===== src/hdl/assert_macros.svh =====
// Assertion helpers used by urxf_back.
`ifndef ASSERT_MACROS_SVH
`define ASSERT_MACROS_SVH

// A condition that holds at every clock edge outside reset.
`define ASSERT_ALWAYS(lbl, clk, rst, cond) \
  lbl: assert property (@(posedge clk) disable iff (rst) (cond)) \
    else $error("assertion failed");

// A condition that, once seen, is followed by a consequence in the next cycle.
`define ASSERT_NEXT(lbl, clk, rst, ante, cons) \
  lbl: assert property (@(posedge clk) disable iff (rst) (ante) |=> (cons)) \
    else $error("assertion failed");

// A condition that implies another in the same cycle.
`define ASSERT_IMPLIES(lbl, clk, rst, ante, cons) \
  lbl: assert property (@(posedge clk) disable iff (rst) (ante) |-> (cons)) \
    else $error("assertion failed");

`endif


===== src/hdl/urxf_pkg.sv =====
package urxf_pkg;

  // Decoded operation of one input word.
  typedef enum logic [2:0] {
    OP_PUSH  = 3'd0,
    OP_POP   = 3'd1,
    OP_BULK  = 3'd2,
    OP_LINE  = 3'd3,
    OP_FLUSH = 3'd4,
    OP_NOP   = 3'd5
  } op_t;

  // Raw kind codes on the input port.
  localparam logic [2:0] KIND_ARRIVE = 3'd0;
  localparam logic [2:0] KIND_READ   = 3'd1;
  localparam logic [2:0] KIND_BULK   = 3'd2;
  localparam logic [2:0] KIND_LINE   = 3'd3;
  localparam logic [2:0] KIND_FLUSH  = 3'd4;

  // Result status codes.
  typedef enum logic [1:0] {
    ST_OK       = 2'd0,
    ST_NA       = 2'd1,
    ST_DISABLED = 2'd2
  } status_t;

  // Configuration register indexes.
  typedef enum logic [0:0] {
    REG_ENABLE      = 1'b0,
    REG_BUFFER_SIZE = 1'b1
  } cfg_reg_t;

  // States of the back-end sequencer.
  typedef enum logic [0:0] {
    B_IDLE = 1'b0,
    B_RUN  = 1'b1
  } back_state_t;

  // Reset value of the size register.
  localparam logic [6:0] BUF_SIZE_RESET = 7'd64;

  // Command queue between the front and the back.
  localparam int QD      = 2;
  localparam int QPTR_W  = 1;
  localparam int QCNT_W  = 2;

  // Classified command word.
  typedef struct packed {
    op_t        op;
    logic [7:0] rx_data;
    logic [7:0] count;
    logic [7:0] delimiter;
    logic [9:0] capacity;
  } cmd_t;

  // Configuration write as seen by the back end.
  typedef struct packed {
    logic       we;
    cfg_reg_t   index;
    logic [6:0] data;
  } cfg_write_t;

endpackage


===== src/hdl/uart_rx_ring_fifo.sv =====
// Receive ring FIFO. A single-result item goes through the front register, the command
// queue, the pending stage and the output register, and busy stays high until the result
// is in the output register. A bulk read of N bytes gives one byte per cycle from the
// ring memory once its run starts; results cannot be stalled.
// Synchronous reset clears pointers, fill level, drop count and line index, and
// sets enable to 0 and the size to 64; ring contents are not cleared.
module uart_rx_ring_fifo
  import urxf_pkg::*;
#(
  parameter int DEPTH = 64
) (
  input  logic        clk,
  input  logic        rst,
  input  logic        start,
  output logic        busy,
  input  logic [2:0]  kind,
  input  logic [7:0]  rx_data,
  input  logic [7:0]  count,
  input  logic [7:0]  delimiter,
  input  logic [9:0]  capacity,
  input  logic        cfg_valid,
  output logic        cfg_ready,
  input  logic [0:0]  cfg_index,
  input  logic [6:0]  cfg_data,
  output logic        strobe,
  output logic [1:0]  status,
  output logic [7:0]  data,
  output logic        has_data,
  output logic [9:0]  slot,
  output logic        line_done,
  output logic [9:0]  line_length,
  output logic        dropped,
  output logic [6:0]  fill_level,
  output logic [31:0] overflow_count,
  output logic        last
);

  logic       accept;
  logic       f_valid;
  cmd_t       f_cmd;
  logic       f_ready;
  logic       q_valid;
  cmd_t       q_cmd;
  logic       q_ready;
  logic       back_busy;
  cfg_write_t cfg;

  // One item in flight from the front to the output register.
  assign busy      = f_valid || q_valid || back_busy;
  assign accept    = start && !busy;
  assign cfg_ready = !busy;

  assign cfg.we    = cfg_valid && cfg_ready;
  assign cfg.index = cfg_reg_t'(cfg_index);
  assign cfg.data  = cfg_data;

  urxf_front u_front (
    .clk       (clk),
    .rst       (rst),
    .accept    (accept),
    .kind      (kind),
    .rx_data   (rx_data),
    .count     (count),
    .delimiter (delimiter),
    .capacity  (capacity),
    .cmd_valid (f_valid),
    .cmd       (f_cmd),
    .cmd_ready (f_ready)
  );

  urxf_queue u_queue (
    .clk       (clk),
    .rst       (rst),
    .in_valid  (f_valid),
    .in_cmd    (f_cmd),
    .in_ready  (f_ready),
    .out_valid (q_valid),
    .out_cmd   (q_cmd),
    .out_ready (q_ready)
  );

  urxf_back #(
    .DEPTH (DEPTH)
  ) u_back (
    .clk            (clk),
    .rst            (rst),
    .cfg            (cfg),
    .cmd_valid      (q_valid),
    .cmd            (q_cmd),
    .cmd_ready      (q_ready),
    .back_busy      (back_busy),
    .strobe         (strobe),
    .status         (status),
    .data           (data),
    .has_data       (has_data),
    .slot           (slot),
    .line_done      (line_done),
    .line_length    (line_length),
    .dropped        (dropped),
    .fill_level     (fill_level),
    .overflow_count (overflow_count),
    .last           (last)
  );

endmodule


===== src/hdl/urxf_front.sv =====
module urxf_front
  import urxf_pkg::*;
(
  input  logic       clk,
  input  logic       rst,
  input  logic       accept,
  input  logic [2:0] kind,
  input  logic [7:0] rx_data,
  input  logic [7:0] count,
  input  logic [7:0] delimiter,
  input  logic [9:0] capacity,
  output logic       cmd_valid,
  output cmd_t       cmd,
  input  logic       cmd_ready
);

  cmd_t decoded;

  // Classify the raw kind into an operation.
  always_comb begin
    decoded.rx_data   = rx_data;
    decoded.count     = count;
    decoded.delimiter = delimiter;
    decoded.capacity  = capacity;
    case (kind)
      KIND_ARRIVE: decoded.op = OP_PUSH;
      KIND_READ:   decoded.op = OP_POP;
      KIND_BULK:   decoded.op = OP_BULK;
      KIND_LINE:   decoded.op = OP_LINE;
      KIND_FLUSH:  decoded.op = OP_FLUSH;
      default:     decoded.op = OP_NOP;
    endcase
  end

  // Hold the classified word until the queue takes it.
  always_ff @(posedge clk) begin
    if (rst) begin
      cmd_valid <= 1'b0;
    end else if (accept) begin
      cmd_valid <= 1'b1;
    end else if (cmd_ready) begin
      cmd_valid <= 1'b0;
    end
  end

  always_ff @(posedge clk) begin
    if (accept) begin
      cmd <= decoded;
    end
  end

endmodule


===== src/hdl/urxf_queue.sv =====
module urxf_queue
  import urxf_pkg::*;
(
  input  logic clk,
  input  logic rst,
  input  logic in_valid,
  input  cmd_t in_cmd,
  output logic in_ready,
  output logic out_valid,
  output cmd_t out_cmd,
  input  logic out_ready
);

  cmd_t              entries [QD];
  logic [QPTR_W-1:0] wr_ptr;
  logic [QPTR_W-1:0] rd_ptr;
  logic [QCNT_W-1:0] fill;
  logic              push;
  logic              pop;

  assign in_ready  = (fill != QCNT_W'(QD));
  assign out_valid = (fill != '0);
  assign push      = in_valid && in_ready;
  assign pop       = out_valid && out_ready;
  assign out_cmd   = entries[rd_ptr];

  // Pointers and occupancy.
  always_ff @(posedge clk) begin
    if (rst) begin
      wr_ptr <= '0;
      rd_ptr <= '0;
      fill   <= '0;
    end else begin
      if (push) begin
        wr_ptr <= (wr_ptr == QPTR_W'(QD - 1)) ? '0 : wr_ptr + 1'b1;
      end
      if (pop) begin
        rd_ptr <= (rd_ptr == QPTR_W'(QD - 1)) ? '0 : rd_ptr + 1'b1;
      end
      case ({push, pop})
        2'b10:   fill <= fill + 1'b1;
        2'b01:   fill <= fill - 1'b1;
        default: fill <= fill;
      endcase
    end
  end

  // Entry storage.
  always_ff @(posedge clk) begin
    if (push) begin
      entries[wr_ptr] <= in_cmd;
    end
  end

endmodule


===== src/hdl/urxf_back.sv =====
`include "assert_macros.svh"

module urxf_back
  import urxf_pkg::*;
#(
  parameter int DEPTH = 64
) (
  input  logic        clk,
  input  logic        rst,
  input  cfg_write_t  cfg,
  input  logic        cmd_valid,
  input  cmd_t        cmd,
  output logic        cmd_ready,
  output logic        back_busy,
  output logic        strobe,
  output logic [1:0]  status,
  output logic [7:0]  data,
  output logic        has_data,
  output logic [9:0]  slot,
  output logic        line_done,
  output logic [9:0]  line_length,
  output logic        dropped,
  output logic [6:0]  fill_level,
  output logic [31:0] overflow_count,
  output logic        last
);

  localparam int AW = (DEPTH > 1) ? $clog2(DEPTH) : 1;
  localparam int FW = $clog2(DEPTH + 1);

  // Fields of a result on its way to the output register.
  typedef struct packed {
    status_t    status;
    logic [7:0] data;
    logic       has_data;
    logic       from_mem;
    logic       line_pop;
    logic [7:0] delimiter;
    logic [9:0] slot;
    logic       line_done;
    logic [9:0] line_length;
    logic       dropped;
    logic       last;
  } pend_t;

  // Configuration and ring state.
  logic          enable;
  logic [6:0]    buf_size;
  logic [6:0]    ring_size;
  logic [AW-1:0] wptr;
  logic [AW-1:0] rptr;
  logic [FW-1:0] fill;
  logic [31:0]   drops;
  logic [9:0]    line_idx;
  logic [FW-1:0] remain;
  logic [7:0]    ring [DEPTH];
  logic [7:0]    mem_q;

  back_state_t   state;
  back_state_t   state_next;
  logic          take;
  logic          run_step;

  logic [AW-1:0] wptr_next;
  logic [AW-1:0] rptr_next;
  logic [FW-1:0] fill_next;
  logic [31:0]   drops_next;
  logic [FW-1:0] remain_next;
  logic          mem_we;
  logic          mem_re;
  logic          line_clr;
  logic          ld_pend;
  pend_t         pend_in;

  logic          p_valid;
  pend_t         pend;
  logic [FW-1:0] p_fill;
  logic [31:0]   p_drops;

  pend_t         res;
  logic [9:0]    line_idx_next;
  logic          line_upd;

  assign ring_size = (buf_size > 7'(DEPTH)) ? 7'(DEPTH) : buf_size;

  function automatic logic [AW-1:0] adv(input logic [AW-1:0] p, input logic [6:0] rs);
    logic [6:0] n;
    n = 7'(p) + 7'd1;
    return (n >= rs) ? '0 : n[AW-1:0];
  endfunction

  // Next state of the sequencer.
  always_comb begin
    state_next = state;
    case (state)
      B_IDLE: begin
        if (take && cmd.op == OP_BULK && enable && cmd.count != 8'd0 &&
            cmd.count <= 8'(fill)) begin
          state_next = B_RUN;
        end
      end
      B_RUN: begin
        if (remain == FW'(1)) begin
          state_next = B_IDLE;
        end
      end
      default: state_next = B_IDLE;
    endcase
  end

  // Sequencer outputs.
  always_comb begin
    case (state)
      B_IDLE: begin
        cmd_ready = !p_valid;
        run_step  = 1'b0;
      end
      B_RUN: begin
        cmd_ready = 1'b0;
        run_step  = 1'b1;
      end
      default: begin
        cmd_ready = 1'b0;
        run_step  = 1'b0;
      end
    endcase
  end

  assign take      = cmd_valid && cmd_ready;
  assign back_busy = (state != B_IDLE) || p_valid;

  // Execute a command or one step of a bulk run.
  always_comb begin
    wptr_next   = wptr;
    rptr_next   = rptr;
    fill_next   = fill;
    drops_next  = drops;
    remain_next = remain;
    mem_we      = 1'b0;
    mem_re      = 1'b0;
    line_clr    = 1'b0;
    ld_pend     = 1'b0;
    pend_in     = '0;
    pend_in.status = ST_OK;
    pend_in.last   = 1'b1;
    if (take) begin
      ld_pend = 1'b1;
      case (cmd.op)
        OP_FLUSH: begin
          wptr_next = '0;
          rptr_next = '0;
          fill_next = '0;
        end
        OP_PUSH: begin
          if (!enable) begin
            pend_in.status = ST_DISABLED;
          end else if (7'(fill) < ring_size) begin
            mem_we    = 1'b1;
            wptr_next = adv(wptr, ring_size);
            fill_next = fill + 1'b1;
          end else begin
            drops_next      = drops + 32'd1;
            pend_in.dropped = 1'b1;
          end
        end
        OP_POP: begin
          if (!enable) begin
            pend_in.status = ST_DISABLED;
          end else if (fill == '0) begin
            pend_in.status = ST_NA;
          end else begin
            mem_re            = 1'b1;
            rptr_next         = adv(rptr, ring_size);
            fill_next         = fill - 1'b1;
            pend_in.has_data  = 1'b1;
            pend_in.from_mem  = 1'b1;
          end
        end
        OP_BULK: begin
          if (!enable) begin
            pend_in.status = ST_DISABLED;
          end else if (cmd.count > 8'(fill)) begin
            pend_in.status = ST_NA;
          end else if (cmd.count != 8'd0) begin
            // The run itself produces the results.
            ld_pend     = 1'b0;
            remain_next = FW'(cmd.count);
          end
        end
        OP_LINE: begin
          if (!enable) begin
            pend_in.status = ST_DISABLED;
          end else if (fill == '0) begin
            pend_in.status = ST_NA;
          end else if (line_idx < cmd.capacity) begin
            mem_re            = 1'b1;
            rptr_next         = adv(rptr, ring_size);
            fill_next         = fill - 1'b1;
            pend_in.from_mem  = 1'b1;
            pend_in.line_pop  = 1'b1;
            pend_in.delimiter = cmd.delimiter;
            pend_in.slot      = line_idx;
          end else begin
            // Line is full: close it without popping.
            line_clr            = 1'b1;
            pend_in.line_done   = 1'b1;
            pend_in.line_length = line_idx;
          end
        end
        default: begin
        end
      endcase
    end else if (run_step) begin
      ld_pend          = 1'b1;
      mem_re           = 1'b1;
      rptr_next        = adv(rptr, ring_size);
      fill_next        = fill - 1'b1;
      remain_next      = remain - 1'b1;
      pend_in.has_data = 1'b1;
      pend_in.from_mem = 1'b1;
      pend_in.last     = (remain == FW'(1));
    end
  end

  // Resolve the pending result with the byte read from the ring.
  always_comb begin
    res           = pend;
    line_upd      = 1'b0;
    line_idx_next = line_idx;
    if (pend.from_mem) begin
      res.data = mem_q;
    end
    if (pend.line_pop) begin
      line_upd = 1'b1;
      if (mem_q == pend.delimiter) begin
        res.status      = ST_OK;
        res.data        = 8'd0;
        res.has_data    = 1'b0;
        res.slot        = 10'd0;
        res.line_done   = 1'b1;
        res.line_length = pend.slot;
        line_idx_next   = 10'd0;
      end else begin
        res.status    = ST_NA;
        res.has_data  = 1'b1;
        line_idx_next = pend.slot + 10'd1;
      end
    end
  end

  // Configuration and control registers.
  always_ff @(posedge clk) begin
    if (rst) begin
      state    <= B_IDLE;
      enable   <= 1'b0;
      buf_size <= BUF_SIZE_RESET;
      wptr     <= '0;
      rptr     <= '0;
      fill     <= '0;
      drops    <= '0;
      line_idx <= '0;
      remain   <= '0;
      p_valid  <= 1'b0;
      strobe   <= 1'b0;
    end else begin
      state   <= state_next;
      remain  <= remain_next;
      p_valid <= ld_pend;
      strobe  <= p_valid;
      if (cfg.we) begin
        // Any register write reinstalls the ring.
        if (cfg.index == REG_ENABLE) begin
          enable <= cfg.data[0];
        end else begin
          buf_size <= cfg.data;
        end
        wptr  <= '0;
        rptr  <= '0;
        fill  <= '0;
        drops <= '0;
      end else begin
        wptr  <= wptr_next;
        rptr  <= rptr_next;
        fill  <= fill_next;
        drops <= drops_next;
      end
      if (line_clr) begin
        line_idx <= '0;
      end else if (p_valid && line_upd) begin
        line_idx <= line_idx_next;
      end
    end
  end

  // Pending result stage.
  always_ff @(posedge clk) begin
    if (ld_pend) begin
      pend    <= pend_in;
      p_fill  <= fill_next;
      p_drops <= drops_next;
    end
  end

  // Output register.
  always_ff @(posedge clk) begin
    if (p_valid) begin
      status         <= res.status;
      data           <= res.data;
      has_data       <= res.has_data;
      slot           <= res.slot;
      line_done      <= res.line_done;
      line_length    <= res.line_length;
      dropped        <= res.dropped;
      fill_level     <= 7'(p_fill);
      overflow_count <= p_drops;
      last           <= res.last;
    end
  end

  // Ring memory with registered read data.
  always_ff @(posedge clk) begin
    if (mem_we) begin
      ring[wptr] <= cmd.rx_data;
    end
    if (mem_re) begin
      mem_q <= ring[rptr];
    end
  end

  `ASSERT_ALWAYS(a_fill_bound, clk, rst, 7'(fill) <= ring_size || fill == '0)
  `ASSERT_NEXT(a_pend_shows, clk, rst, p_valid, strobe)
  `ASSERT_IMPLIES(a_run_has_bytes, clk, rst, state == B_RUN, remain != '0 && fill != '0)

endmodule

===== config.mk =====
export PLATFORM = sky130hd
export DESIGN_NAME = uart_rx_ring_fifo
export DESIGN_NICKNAME = d
export VERILOG_FILES = /design/src/hdl/urxf_pkg.sv /design/src/hdl/uart_rx_ring_fifo.sv /design/src/hdl/urxf_front.sv /design/src/hdl/urxf_queue.sv /design/src/hdl/urxf_back.sv
export VERILOG_INCLUDE_DIRS = /design/src /design/src/hdl
export SDC_FILE = /design/constraint.sdc
export NUM_CORES = 1
export LEC_CHECK = 0
export ABC_CLOCK_PERIOD_IN_PS = 8400
export BUFFER_PORTS_ARGS = -buffer_cell sky130_fd_sc_hd__buf_2
export CORE_ASPECT_RATIO = 1.25
export CORE_MARGIN = 2
export CORE_UTILIZATION = 35
export CTS_BUF_LIST = sky130_fd_sc_hd__clkbuf_2 sky130_fd_sc_hd__clkbuf_4 sky130_fd_sc_hd__clkbuf_8
export DETAILED_ROUTE_END_ITERATION = 10
export PLACE_DENSITY = 0.47
export SETUP_SLACK_MARGIN = 0.15
export SLEW_MARGIN = 20
export SYNTH_ARGS = -nofsm -noshare
export SYNTH_HDL_FRONTEND = slang
export SYNTH_HIERARCHICAL = 1
export SYNTH_SLANG_ARGS = --single-unit

===== constraint.sdc =====
create_clock -name clk -period 8.4 [get_ports clk]
set_clock_uncertainty 0.15 [all_clocks]
set_input_delay 0.84 -clock clk [delete_from_list [all_inputs] [get_ports clk]]
set_output_delay 0.84 -clock clk [all_outputs]
set_load 0.02 [all_outputs]

Word level (Yosys, flattened, before mapping) --
Memory sizes are Yosys's and may differ from the RTL's. A register that Yosys moved wholly into a read port is not among the register bits. Index checks and enable logic that the tools add are counted.
Word-level totals: output and inout port bits 76, bits in writable memories 586, memories kept 2, input port bits 49, flip-flop bits (word level) 269
Operators by class: equality and inequality tests 25, add/subtract/negate cells 11, reductions and logical operators 37, $lt $le $gt $ge 7, mux-type cells 99, bitwise gates (word level) 7
Memories:
- u_back.ring | words 64, bits a word 8, read ports 1, clocked after memory_dff 1, wr ports 1, line urxf_back.sv:56 | logic [7:0] ring [DEPTH];
- u_queue.entries | words 2, bits a word 37, read ports 1, clocked after memory_dff 1, wr ports 1, line urxf_queue.sv:14 | cmd_t entries [QD];
Operators by type and width (number):
- $mux W32 | 4
- $mux W7 | 16
- $mux W6 | 11
- $mux W31 | 2
- $mux W21 | 2
- $mux W1 | 40
- $add A32 B1 Y32 const B | 1
- $pmux W7 S4 | 1
- $mux W11 | 2
- $mux W20 | 1
- $pmux W6 S3 | 1
- $mux W8 | 2
- $pmux W3 S5 | 1
- $add A6 B1 Y7 const B | 2
- $ge A7 B7 Y1 | 2
- $mux W2 | 7
- $sub A7 B1 Y7 const B | 2
- $eq A3 B2 Y1 const B | 4
- $pmux W6 S2 | 1
- $add A10 B1 Y10 const B | 1
- $lt A10 B10 Y1 | 1
- $mux W10 | 1
- $pmux W1 S2 | 5
- $reduce_bool A2 Y1 | 5
- 36 further kinds | 71

Logic depth before layout (Yosys ltp) --
Gate-level depths: netlist of the first run.
word-level depth 9, depth in mapped cells 13, depth with buffers taken out 10

Modules after synthesis --
The synthesis of the first run kept the hierarchy.
Modules (own cells, without submodules):
- urxf_back | area an instance 30524.3 um^2, times used 1, cells each 1773
- urxf_queue | area an instance 2881.5 um^2, times used 1, cells each 139
- urxf_front | area an instance 1167.4 um^2, times used 1, cells each 44
- uart_rx_ring_fifo | area an instance 28.8 um^2, times used 1, cells each 4

Worst setup path after synthesis of the first run --
OpenSTA, ideal clock, no wires.
path kind register to register, start point reg u_back.p_valid, end point reg u_front/cmd[0] (netlist name), enable pin, period minus slack after synthesis 6429 ps, path slack 1971 ps, arrival time 5739 ps, setup time 540 ps, cell stages (with the launch flop) 3, path buffers 0, cells stage by stage dfxtp_1 > or2_2 > nor4b_1
On the way: cells in the longest elaborated chain, start to end 4
RTL lines:
- from (decl) | line urxf_back.sv:75 | logic p_valid;
- from (signal assigned) | line urxf_back.sv:268 | p_valid <= ld_pend;
- $logic_or A1 B1 Y1 | line urxf_back.sv:130 | assign back_busy = (state != B_IDLE) || p_valid;
- net back_busy | line uart_rx_ring_fifo.sv:45 | logic back_busy;
- $logic_or A1 B1 Y1 | line uart_rx_ring_fifo.sv:49 | assign busy = f_valid || q_valid || back_busy;
- $logic_not A1 Y1 | line uart_rx_ring_fifo.sv:50 | assign accept = start && !busy;
- $logic_and A1 B1 Y1 | line uart_rx_ring_fifo.sv:50
- net accept | line uart_rx_ring_fifo.sv:38 | logic accept;
- to (signal assigned) | line urxf_front.sv:48 | cmd <= decoded;
- to (decl) | line urxf_front.sv:13 | output cmd_t cmd,
The timed path passes the listed nets, and every way through them passes these cells. A chain may end at the register's enable or synchronous reset.

==> flow_summary.yaml, run 1 <==
clocking:
  clkSinkCount: 864
  cts_tree: "done"
  clk_path_buf_depth: 3
  cts_resized: 0
  numCtsBuffers: 139
  clk_root_buffer_cell: "clkbuf_8"
  cts_max_level: 4
  clk_latency_ns: 0.79
  path_clk_slew_ns: 0.06
critical_path:
  cp-end-kind: "register"
  worstPathRequired_ns: 8.66
  cp.arrival_ns: 4.68
  path_class: "reg -> reg"
  worstSetupStartpointType: "register"
  cp_max_fo: 13
  rrSetupSlack_ns: 3.97
power:
  p_comb_share_pct: 14.8
  power.share.switching_pct: 27.6
  leakage_nw: 12.8
  ir_drop_uv: 133
  p_seq_share_pct: 52.4
  power.internal_w: 0.00766
  p_switching_w: 0.00292
  clkPwrFrac_pct: 32.8
  power.density_nw_per_um2: 268
timing:
  whs_ns: 0.0810
  rsz0062_at_grt: "false"
  setup_viol: 0
  finalMaxSlewViolations: 0
  finalHoldViolCount: 0
  worstMarginPinSlew_ns: 1.08
  final.setup.tns_ns: 0
  finalCritPeriodShare_pct: 52.7
  slew_headroom_pct: 27.6
  finalCriticalPeriod_ns: 4.43
  max_clock_freq_mhz: 226
drt:
  firstDrtPassIters: 7
  wl_per_cell_microns: 24.6
  drt_iter0_drc: 1434
  viasPerCell: 5.13
  drcViolationCount: 0
  vias: 18300
  routed_wl_mm: 87.9
  detail-route-antenna-nets: 0
die:
  initial_core_util_pct: 35.4
  die_w_microns: 285
  die-area_sq_um: 101000
  die_h_microns: 356
  fp.coreArea_sq_um: 97700
  io_pins: 125
  row_count: 128
global_route:
  grtUsageTotal_pct: 17.5
  antenna_found_initial: 3
  grt_first_pass_wirelength_mm: 131
  overflow: 0
  grt_pass1_vias: 19300
  grt_max_degree: 77
yosys:
  async_flop_share_pct: 0
  netlist.area_leader.share_pct: 67.6
  syn_avg_cell_area_sq_um: 17.7
  yosysUniqueCellTypes: 69
  synth_enable_flop_cells: 779
  synth_warnings: 6
  netlist_instances: 1960
  synth_nets: 2054
  syn_area_sq_um: 34600
  synth_seq_area_share_pct: 72.5
  synthTopCellsByArea: "edfxtp_1, mux4_2, dfxtp_1"
  synth_seq_cells: 864
  synth_top_area_cell: "edfxtp_1"
  synth_flop_cell: "edfxtp_1"
finish:
  fillerInstances: 8893
  utilization_pct: 40.4
  drive_above_1_share_pct: 27.1
  area_growth_pct: 14.0
  layout.nets: 2256
outcome:
  status: "finished, final reports clean"
placed_design:
  io_buffers: 124
  hpwl_mm: 56.0
  gp_congestion: 0.827
hold_path:
  hp-class: "in -> reg"
job:
  drv_cap: 0
==> cells by family after synthesis <==
| group | count (synthesis) | synth area share, % |
|---|---|---|
| muxes | 215 | 12.2 |
| buffers and inverters | 131 | 1.63 |
| adders and majority gates | 45 | 1.63 |
| DFF | 864 | 72.5 |
| and+or+nand+nor | 483 | 7.32 |
| xor gates and xnor gates | 61 | 1.54 |
| AOI/OAI and AO/OA | 161 | 3.17 |
==> final timing paths <==
| check | start | endpoint | cells past startpoint |
|---|---|---|---|
| max | register | u_back/ring[46][6] | 6 |
| min | count[2] | u_front/cmd[20] | 1 |
| max reg2reg | register | u_back/ring[46][6] | 6 |
| min reg2reg | u_back/p_drops[19] | u_back/overflow_count[19] | 0 |
==> cell type report <==
cell class | count | area (sq um) | share of cell area [%]
Antenna cell | 3 | 7.51 | 0.0190
Clock buffer | 191 | 2340 | 5.94
Clock inverter | 57 | 303 | 0.768
Inverter | 35 | 131 | 0.333
Multi-Input combinational cell | 965 | 9000 | 22.8
Sequential cell | 864 | 25100 | 63.7
Tap cell | 1300 | 1630 | 4.13
Timing Repair Buffer | 157 | 916 | 2.32
==> critical path, cell delays in order, from the launching register on <==
cell,delay [ns]
dfxtp_2,0.41
mux2_2,0.47
nor3_4,0.43
nand2_1,0.29
nor3_1,0.52
nand3b_1,0.87
nor2_1,0.91
==> cell usage in the layout (no fill, tap or decap), drive strengths merged, types with 45 or more instances in the layout <==
cell type / count
clkbuf: 191
nand2: 74
and2: 76
edfxtp: 779
nand3: 66
clkinv: 48
ha: 45
buf: 146
mux4: 160
nor2: 110
mux2: 49
dfxtp: 85
==> routing by layer <==
metal,vias to the layer above,routed length [microns],global-route usage [%]
met5,-,0,0
met4,0,2500,6.39
met3,127,3470,2.98
met2,490,46200,31.1
met1,9531,35700,21.4
li1,8189,-,-
==> per-stage QoR <==
stage | instance area [sq um] | setup WS (ns) | total power (W) | instances
3_3_place_gp | 36600 | 4.14 | 0.00724 | 3309
2_1_floorplan | 34600 | 1.97 | 0.00655 | 1960
4_1_cts | 39400 | 4.03 | 0.0108 | 3569
3_5_place_dp | 36700 | 4.07 | 0.00725 | 3310
5_1_grt | 39400 | 3.81 | 0.0111 | 3572
6_report | 39400 | 3.97 | 0.0106 | 3572
==> flip-flops by register name, indices dropped and copies added, names as in the netlist, 6 cells and up, named ones only <==
name                   flops
u_back/rptr                6
u_front/cmd               37
u_back/remain              7
u_queue/entries           74
u_back/buf_size            7
u_back/p_fill              7
u_back/slot               10
u_back/pend               36
u_back/ring              512
u_back/wptr                6
u_back/overflow_count     32
u_back/mem_q               8
u_back/fill_level          7
u_back/line_idx           10
u_back/data                8
u_back/line_length        10
u_back/p_drops            32
u_back/fill                7
u_back/drops              32
==> power groups by stage <==
stage               Clock [W]  Combinational (W)  Sequential (W)
floorplan                   0           0.000907         0.00564
global placement            0            0.00160         0.00564
detailed placement          0            0.00160         0.00564
CTS                   0.00359            0.00161         0.00555
global route          0.00378            0.00172         0.00558
finish                0.00347            0.00157         0.00554
==> cells in the mapped netlist, types with 9 or more instances <==
cell        n
edfxtp_1  779
mux4_2    160
nor2_1    110
dfxtp_1    85
and2_1     75
nand2_1    74
nand3_1    65
mux2_2     49
clkbuf_1   48
ha_1       45
a21oi_1    41
xor2_1     36
inv_1      35
nor3_1     32
and3_1     30
buf_2      25
xnor2_1    25
nand4_1    21
a22oi_1    20
o21ai_0    16
a211oi_1   15
buf_1      14
nor4_1     14
a21o_1     12
nor2b_1    12
a31oi_1    11
nand2b_1    9
==> timing repair <==
action / 4_1_cts / 5_1_grt
endpoints found under the hold margin: 11 / 0
setup buffers: 0 / 0
endpoints found under the setup margin: 0 / 0
hold buffers: 11 / 0
(Power assumes the default switching activity.)
==> run 2: changes to the inputs <==
Settings changed: ABC_CLOCK_PERIOD_IN_PS 8400 to 3700, PLACE_DENSITY 0.47 to 0.49.
Clock period 8.4 ns to 3.7 ns, I/O delays scaled along.
==> run 2 against run 1 <==
Compared with the run above:
- setup slack worse by 3.6 ns
- design area is 4.4% higher
- count of clock-buffer cells in the layout stayed put
- critical endpoint is now u_back/p_fill[5]
- critical path type unchanged
- cell count is 4.8% higher
- sequential share of layout area is 2.7 points lower
- via count is 2.1% higher
- combinational power is 140% higher
- first-iteration DRC count is 6.1% lower
- sequential power is 130% higher
- global-route usage is 0.95 points lower
- clock power is 150% higher
- flip-flop and latch count stayed put
==> flow_summary.yaml, run 2 (same netlist as run 1, synthesis figures left out) <==
outcome:
  status: "finished, final reports clean"
global_route:
  overflow: 0
  grt_pass1_vias: 20000
  gr-max-usage-layer: "met2"
  grt_max_degree: 65
  grt_first_pass_wirelength_mm: 126
  grtUsageTotal_pct: 16.5
  antenna_found_initial: 1
  use_met1_pct: 20.0
  grtUsageMet2_pct: 29.4
  grt_use_met3_pct: 3.03
hold_path:
  hp-class: "in -> reg"
  worstHoldPathCells: 2
timing:
  setup_viol: 0
  finalHoldViolCount: 0
  finalCritPeriodShare_pct: 89.5
  finalMaxSlewViolations: 0
  worstMarginPinSlew_ns: 0.986
  finalCriticalPeriod_ns: 3.31
  max_clock_freq_mhz: 302
  slew_headroom_pct: 34.3
  rsz0062_at_grt: "true"
  final.setup.tns_ns: 0
drt:
  firstDrtPassIters: 7
  routed_wl_mm: 83.3
  drcViolationCount: 0
  vias: 18700
  detail-route-antenna-nets: 0
  wl_per_cell_microns: 22.3
  drt_iter0_drc: 1346
  viasPerCell: 5.00
die:
  die_w_microns: 285
  die-area_sq_um: 101000
  io_pins: 125
  die_h_microns: 356
  fp.coreArea_sq_um: 97700
  initial_core_util_pct: 35.4
  row_count: 128
critical_path:
  cpMaxStageDelayCell: "a2111oi_0"
  cp.arrival_ns: 3.69
  path_depth: 12
  path_class: "reg -> reg"
  worstPathRequired_ns: 4.08
  worstSetupStartpointType: "register"
  cp-end-kind: "register"
  worstPathCellList: "buf_12, mux2_2, inv_1, ha_1, nand2_1, o21ai_1, nand2_1, buf_4, and4_1, a2111oi_0, buf_4, nor2_1"
  crit_family: "compound AO/OA/AOI/OAI gates"
  cp_max_fo: 13
  rr_worst_depth: 12
  max_stage_delay_ns: 0.54
  rrSetupSlack_ns: 0.39
  timing.critical_path.buf_inv: 4
clocking:
  post_cts_buffers: 0
  clk_path_buf_depth: 3
  clkSinkCount: 864
  clk_latency_ns: 0.79
  cts_max_level: 4
  cts_tree: "done"
  path_clk_slew_ns: 0.06
  clk_root_buffer_cell: "clkbuf_8"
  numCtsBuffers: 142
finish:
  drive_above_1_share_pct: 30.5
  largestRegisters: "u_back/ring x512, u_queue/entries x74, u_front/cmd x37"
  layout.nets: 2425
  largest_reg_flops: 512
  stdcell_count: 3743
  mostFrequentLayoutCells: "edfxtp_1, mux4_2, clkbuf_8, buf_4, buf_2"
  area_growth_pct: 19.0
  regMostFlops: "u_back/ring"
  final_common_cell: "edfxtp_1"
placed_design:
  io_buffers: 124
  hpwl_mm: 54.8
  dpl.cell_count: 3430
  gp_congestion: 0.847
power:
  ir_drop_uv: 356
  leakage_nw: 13.8
  power.density_nw_per_um2: 603
job:
  drv_cap: 0
run 2: cell count changes in the layout (fill, tap and decap cells not counted), sizes merged:
cell | previous run | this run
buf | 146 | 266
bufinv | 1 | 8
clkinv | 48 | 43
clkinvlp | 5 | 3
dlygate4sd3 | 11 | 57
inv | 38 | 43
run 2: final cells by class:
class | instances | area [sq um]
fill | 8754 | 56500
timing repair buffer | 323 | 2370
tap | 1300 | 1630
clock inverter | 62 | 562
sequential | 864 | 25100
inverter | 35 | 131
antenna | 3 | 7.51
clock buffer | 191 | 2360
multi-input combinational | 965 | 8990
run 2: final timing paths:
| check | startpoint | to |
|---|---|---|
| worst max register to register | register | u_back/p_fill[5] |
| worst max-delay path | register | u_back/p_fill[5] |
| worst min register to register | u_back/p_drops[30] | u_back/overflow_count[30] |
| worst min-delay path | capacity[6] | u_front/cmd[6] |
run 2: what timing repair did:
| item | 4_1_cts | 5_1_grt |
|---|---|---|
| hold buffers | 57 | 0 |
| hold endpoints to repair | 68 | 0 |
| resized for setup | 1 | 3 |
| setup endpoints to repair | 7 | 198 |
run 2: power by group:
part	switching [W]	internal [W]	total [W]	leakage (nW)
clock	0.00383	0.00475	0.00857	1.54
sequential	0.000358	0.0122	0.0125	7.77
combinational	0.00250	0.00123	0.00374	4.45
total	0.00669	0.0182	0.0248	13.8
run 2: layer usage:
metal | vias to the layer above | share of wire, %
met1 | 9576 | 40
met5 | - | 0
met3 | 144 | 4.2
met4 | 0 | 2.9
li1 | 8514 | -
met2 | 484 | 52
run 2: metrics by stage:
step,total power (W),instance area [sq um],hold slack [ns],setup WS (ns),utilization (%)
6_report,0.0248,41200,0.138,0.389,42.1
5_1_grt,0.0260,41200,0.0848,0.139,42.1
4_1_cts,0.0253,41100,0.0325,0.201,42.1
3_5_place_dp,0.0165,37600,0.255,0.151,38.5
3_3_place_gp,0.0164,37600,0.252,0.226,38.5
2_1_floorplan,0.0148,34600,0.250,0.269,-
==> run 3: changes to the inputs <==
Settings changed: REMOVE_ABC_BUFFERS from default to 1.
==> run 3 against run 2 <==
Compared with the run above:
- critical path depth is 3 lower
- sequential share of layout area is 0.23 points higher
- critical path type unchanged
- first-iteration DRC count is 5.4% lower
- combinational power hardly changed
- core utilization is 0.15 points lower
- routed wire length is 0.30% higher
==> flow_summary.yaml, run 3 (same netlist as run 1, synthesis figures left out) <==
die:
  fp.coreArea_sq_um: 97700
  row_count: 128
  initial_core_util_pct: 35.4
  die_w_microns: 285
  die-area_sq_um: 101000
  io_pins: 125
  die_h_microns: 356
drt:
  detail-route-antenna-nets: 0
  drt_iter0_drc: 1273
  wl_per_cell_microns: 22.4
  drcViolationCount: 0
  vias: 18700
  firstDrtPassIters: 5
  routed_wl_mm: 83.6
  viasPerCell: 5.01
clocking:
  numCtsBuffers: 139
  cts_tree: "done"
  clk_path_buf_depth: 3
  cts_max_level: 4
  path_clk_slew_ns: 0.06
  post_cts_buffers: 0
  clkSinkCount: 864
  clk_latency_ns: 0.79
  clk_root_buffer_cell: "clkbuf_8"
power:
  clkPwrFrac_pct: 33.9
  p_switching_w: 0.00662
  ir_drop_uv: 320
  power.internal_w: 0.0180
  power.density_nw_per_um2: 600
  power.share.switching_pct: 26.9
  p_comb_share_pct: 15.3
  leakage_nw: 13.7
  p_seq_share_pct: 50.8
global_route:
  grt_first_pass_wirelength_mm: 126
  grtUsageTotal_pct: 16.6
  grt_pass1_vias: 19900
  grt_max_degree: 77
  overflow: 0
  antenna_found_initial: 1
critical_path:
  cp.arrival_ns: 3.56
  rrSetupSlack_ns: 0.48
  cpMostUsedCell: "buf_4"
  path_class: "reg -> reg"
  rr_worst_depth: 9
  worstPathRequired_ns: 4.04
  r2r_end: "u_back/ring[8][5]"
  max_stage_delay_ns: 0.47
  worstSetupStartpointType: "register"
  path_depth: 9
  cp_max_fo: 13
  cp-end-kind: "register"
  crit_family: "simple AND/OR/NAND/NOR gates"
  cpMaxStageDelayCell: "mux2_2"
  worstPathCellList: "buf_4, mux2_2, nor3_4, nand2_1, nor3_2, nand2_1, buf_4, nor2_1, buf_4"
  timing.critical_path.buf_inv: 3
outcome:
  status: "finished, final reports clean"
timing:
  final.setup.tns_ns: 0
  worstMarginPinSlew_ns: 1.02
  max_clock_freq_mhz: 311
  rsz0062_at_grt: "false"
  whs_ns: 0.137
  finalHoldViolCount: 0
  finalCritPeriodShare_pct: 86.9
  finalMaxSlewViolations: 0
  slew_headroom_pct: 31.8
  setup_viol: 0
  finalCriticalPeriod_ns: 3.22
finish:
  largest_reg_flops: 512
  drive_above_1_share_pct: 30.2
  final_common_cell: "edfxtp_1"
  regMostFlops: "u_back/ring"
  fillerInstances: 8780
  stdcell_area_sq_um: 41000
  mostFrequentLayoutCells: "edfxtp_1, mux4_2, clkbuf_8, buf_4, buf_2"
  utilization_pct: 42.0
  largestRegisters: "u_back/ring x512, u_queue/entries x74, u_front/cmd x37"
  layout.nets: 2419
  area_growth_pct: 18.5
placed_design:
  place_area_sq_um: 37600
  io_buffers: 124
  hpwl_mm: 54.1
  gp_congestion: 0.828
hold_path:
  min_to: "u_front/cmd[4]"
  hp-class: "in -> reg"
  hp-start: "capacity[4]"
  worstHoldPathCells: 2
job:
  drv_cap: 0
## run 3: cell type report
class | count | area (sq um) | area share [%]
repair buffers | 320 | 2340 | 5.71
clock inverters | 51 | 408 | 0.995
clock buffers | 194 | 2410 | 5.89
well taps | 1300 | 1630 | 3.97
inverters | 35 | 131 | 0.320
flip-flops and latches | 864 | 25100 | 61.2
multi-input cells | 965 | 8980 | 21.9
diodes | 1 | 2.50 | 0.00610
## run 3: timing repair
item / CTS / global route
hold buffers: 60 / 0
setup endpoints to repair: 0 / 125
resized for setup: 0 / 2
hold endpoints to repair: 66 / 0
## run 3: per-layer routing
layer  part of all wire (%)  GRT usage, %  wire length [microns]  vias up
met1                     40          19.7                  33600     9609
met3                    4.0          2.89                   3310      135
met5                      0             0                      0        -
met4                    2.3          5.74                   1950        0
li1                       -             -                      -     8485
met2                     53          30.3                  44700      463
## run 3: through the flow
step	setup WS [ns]	instances	total power, W
floorplan	-3.84	1864	0.0149
global placement	0.337	3424	0.0164
detailed placement	0.292	3424	0.0165
CTS	0.270	3729	0.0250
global route	0.274	3730	0.0257
finish	0.485	3730	0.0246
## run 3: worst max-delay path by stage
stage | start | to
floorplan | u_back/rptr[0] | u_back/rptr[0]
global placement | register | u_back/ring[23][6]
detailed placement | u_back/buf_size[6] | u_back/ring[8][2]
CTS | register | u_back/ring[8][4]
global route | register | u_back/p_fill[0]
finish | register | u_back/ring[8][5]
## run 3: power groups by stage
stage	Clock, W	Sequential, W	Combinational, W
finish	0.00834	0.0125	0.00375
global route	0.00906	0.0126	0.00411
CTS	0.00866	0.0125	0.00385
detailed placement	0	0.0127	0.00378
global placement	0	0.0127	0.00370
floorplan	0	0.0130	0.00191
## run 3: worst register-to-register path: stages, from the launching register on
cell and delay [ns]:
dfxtp_2 0.46, buf_4 0.22, mux2_2 0.47, nor3_4 0.22, nand2_1 0.13, nor3_2 0.37, nand2_1 0.30, buf_4 0.25
nor2_1 0.14, buf_4 0.20
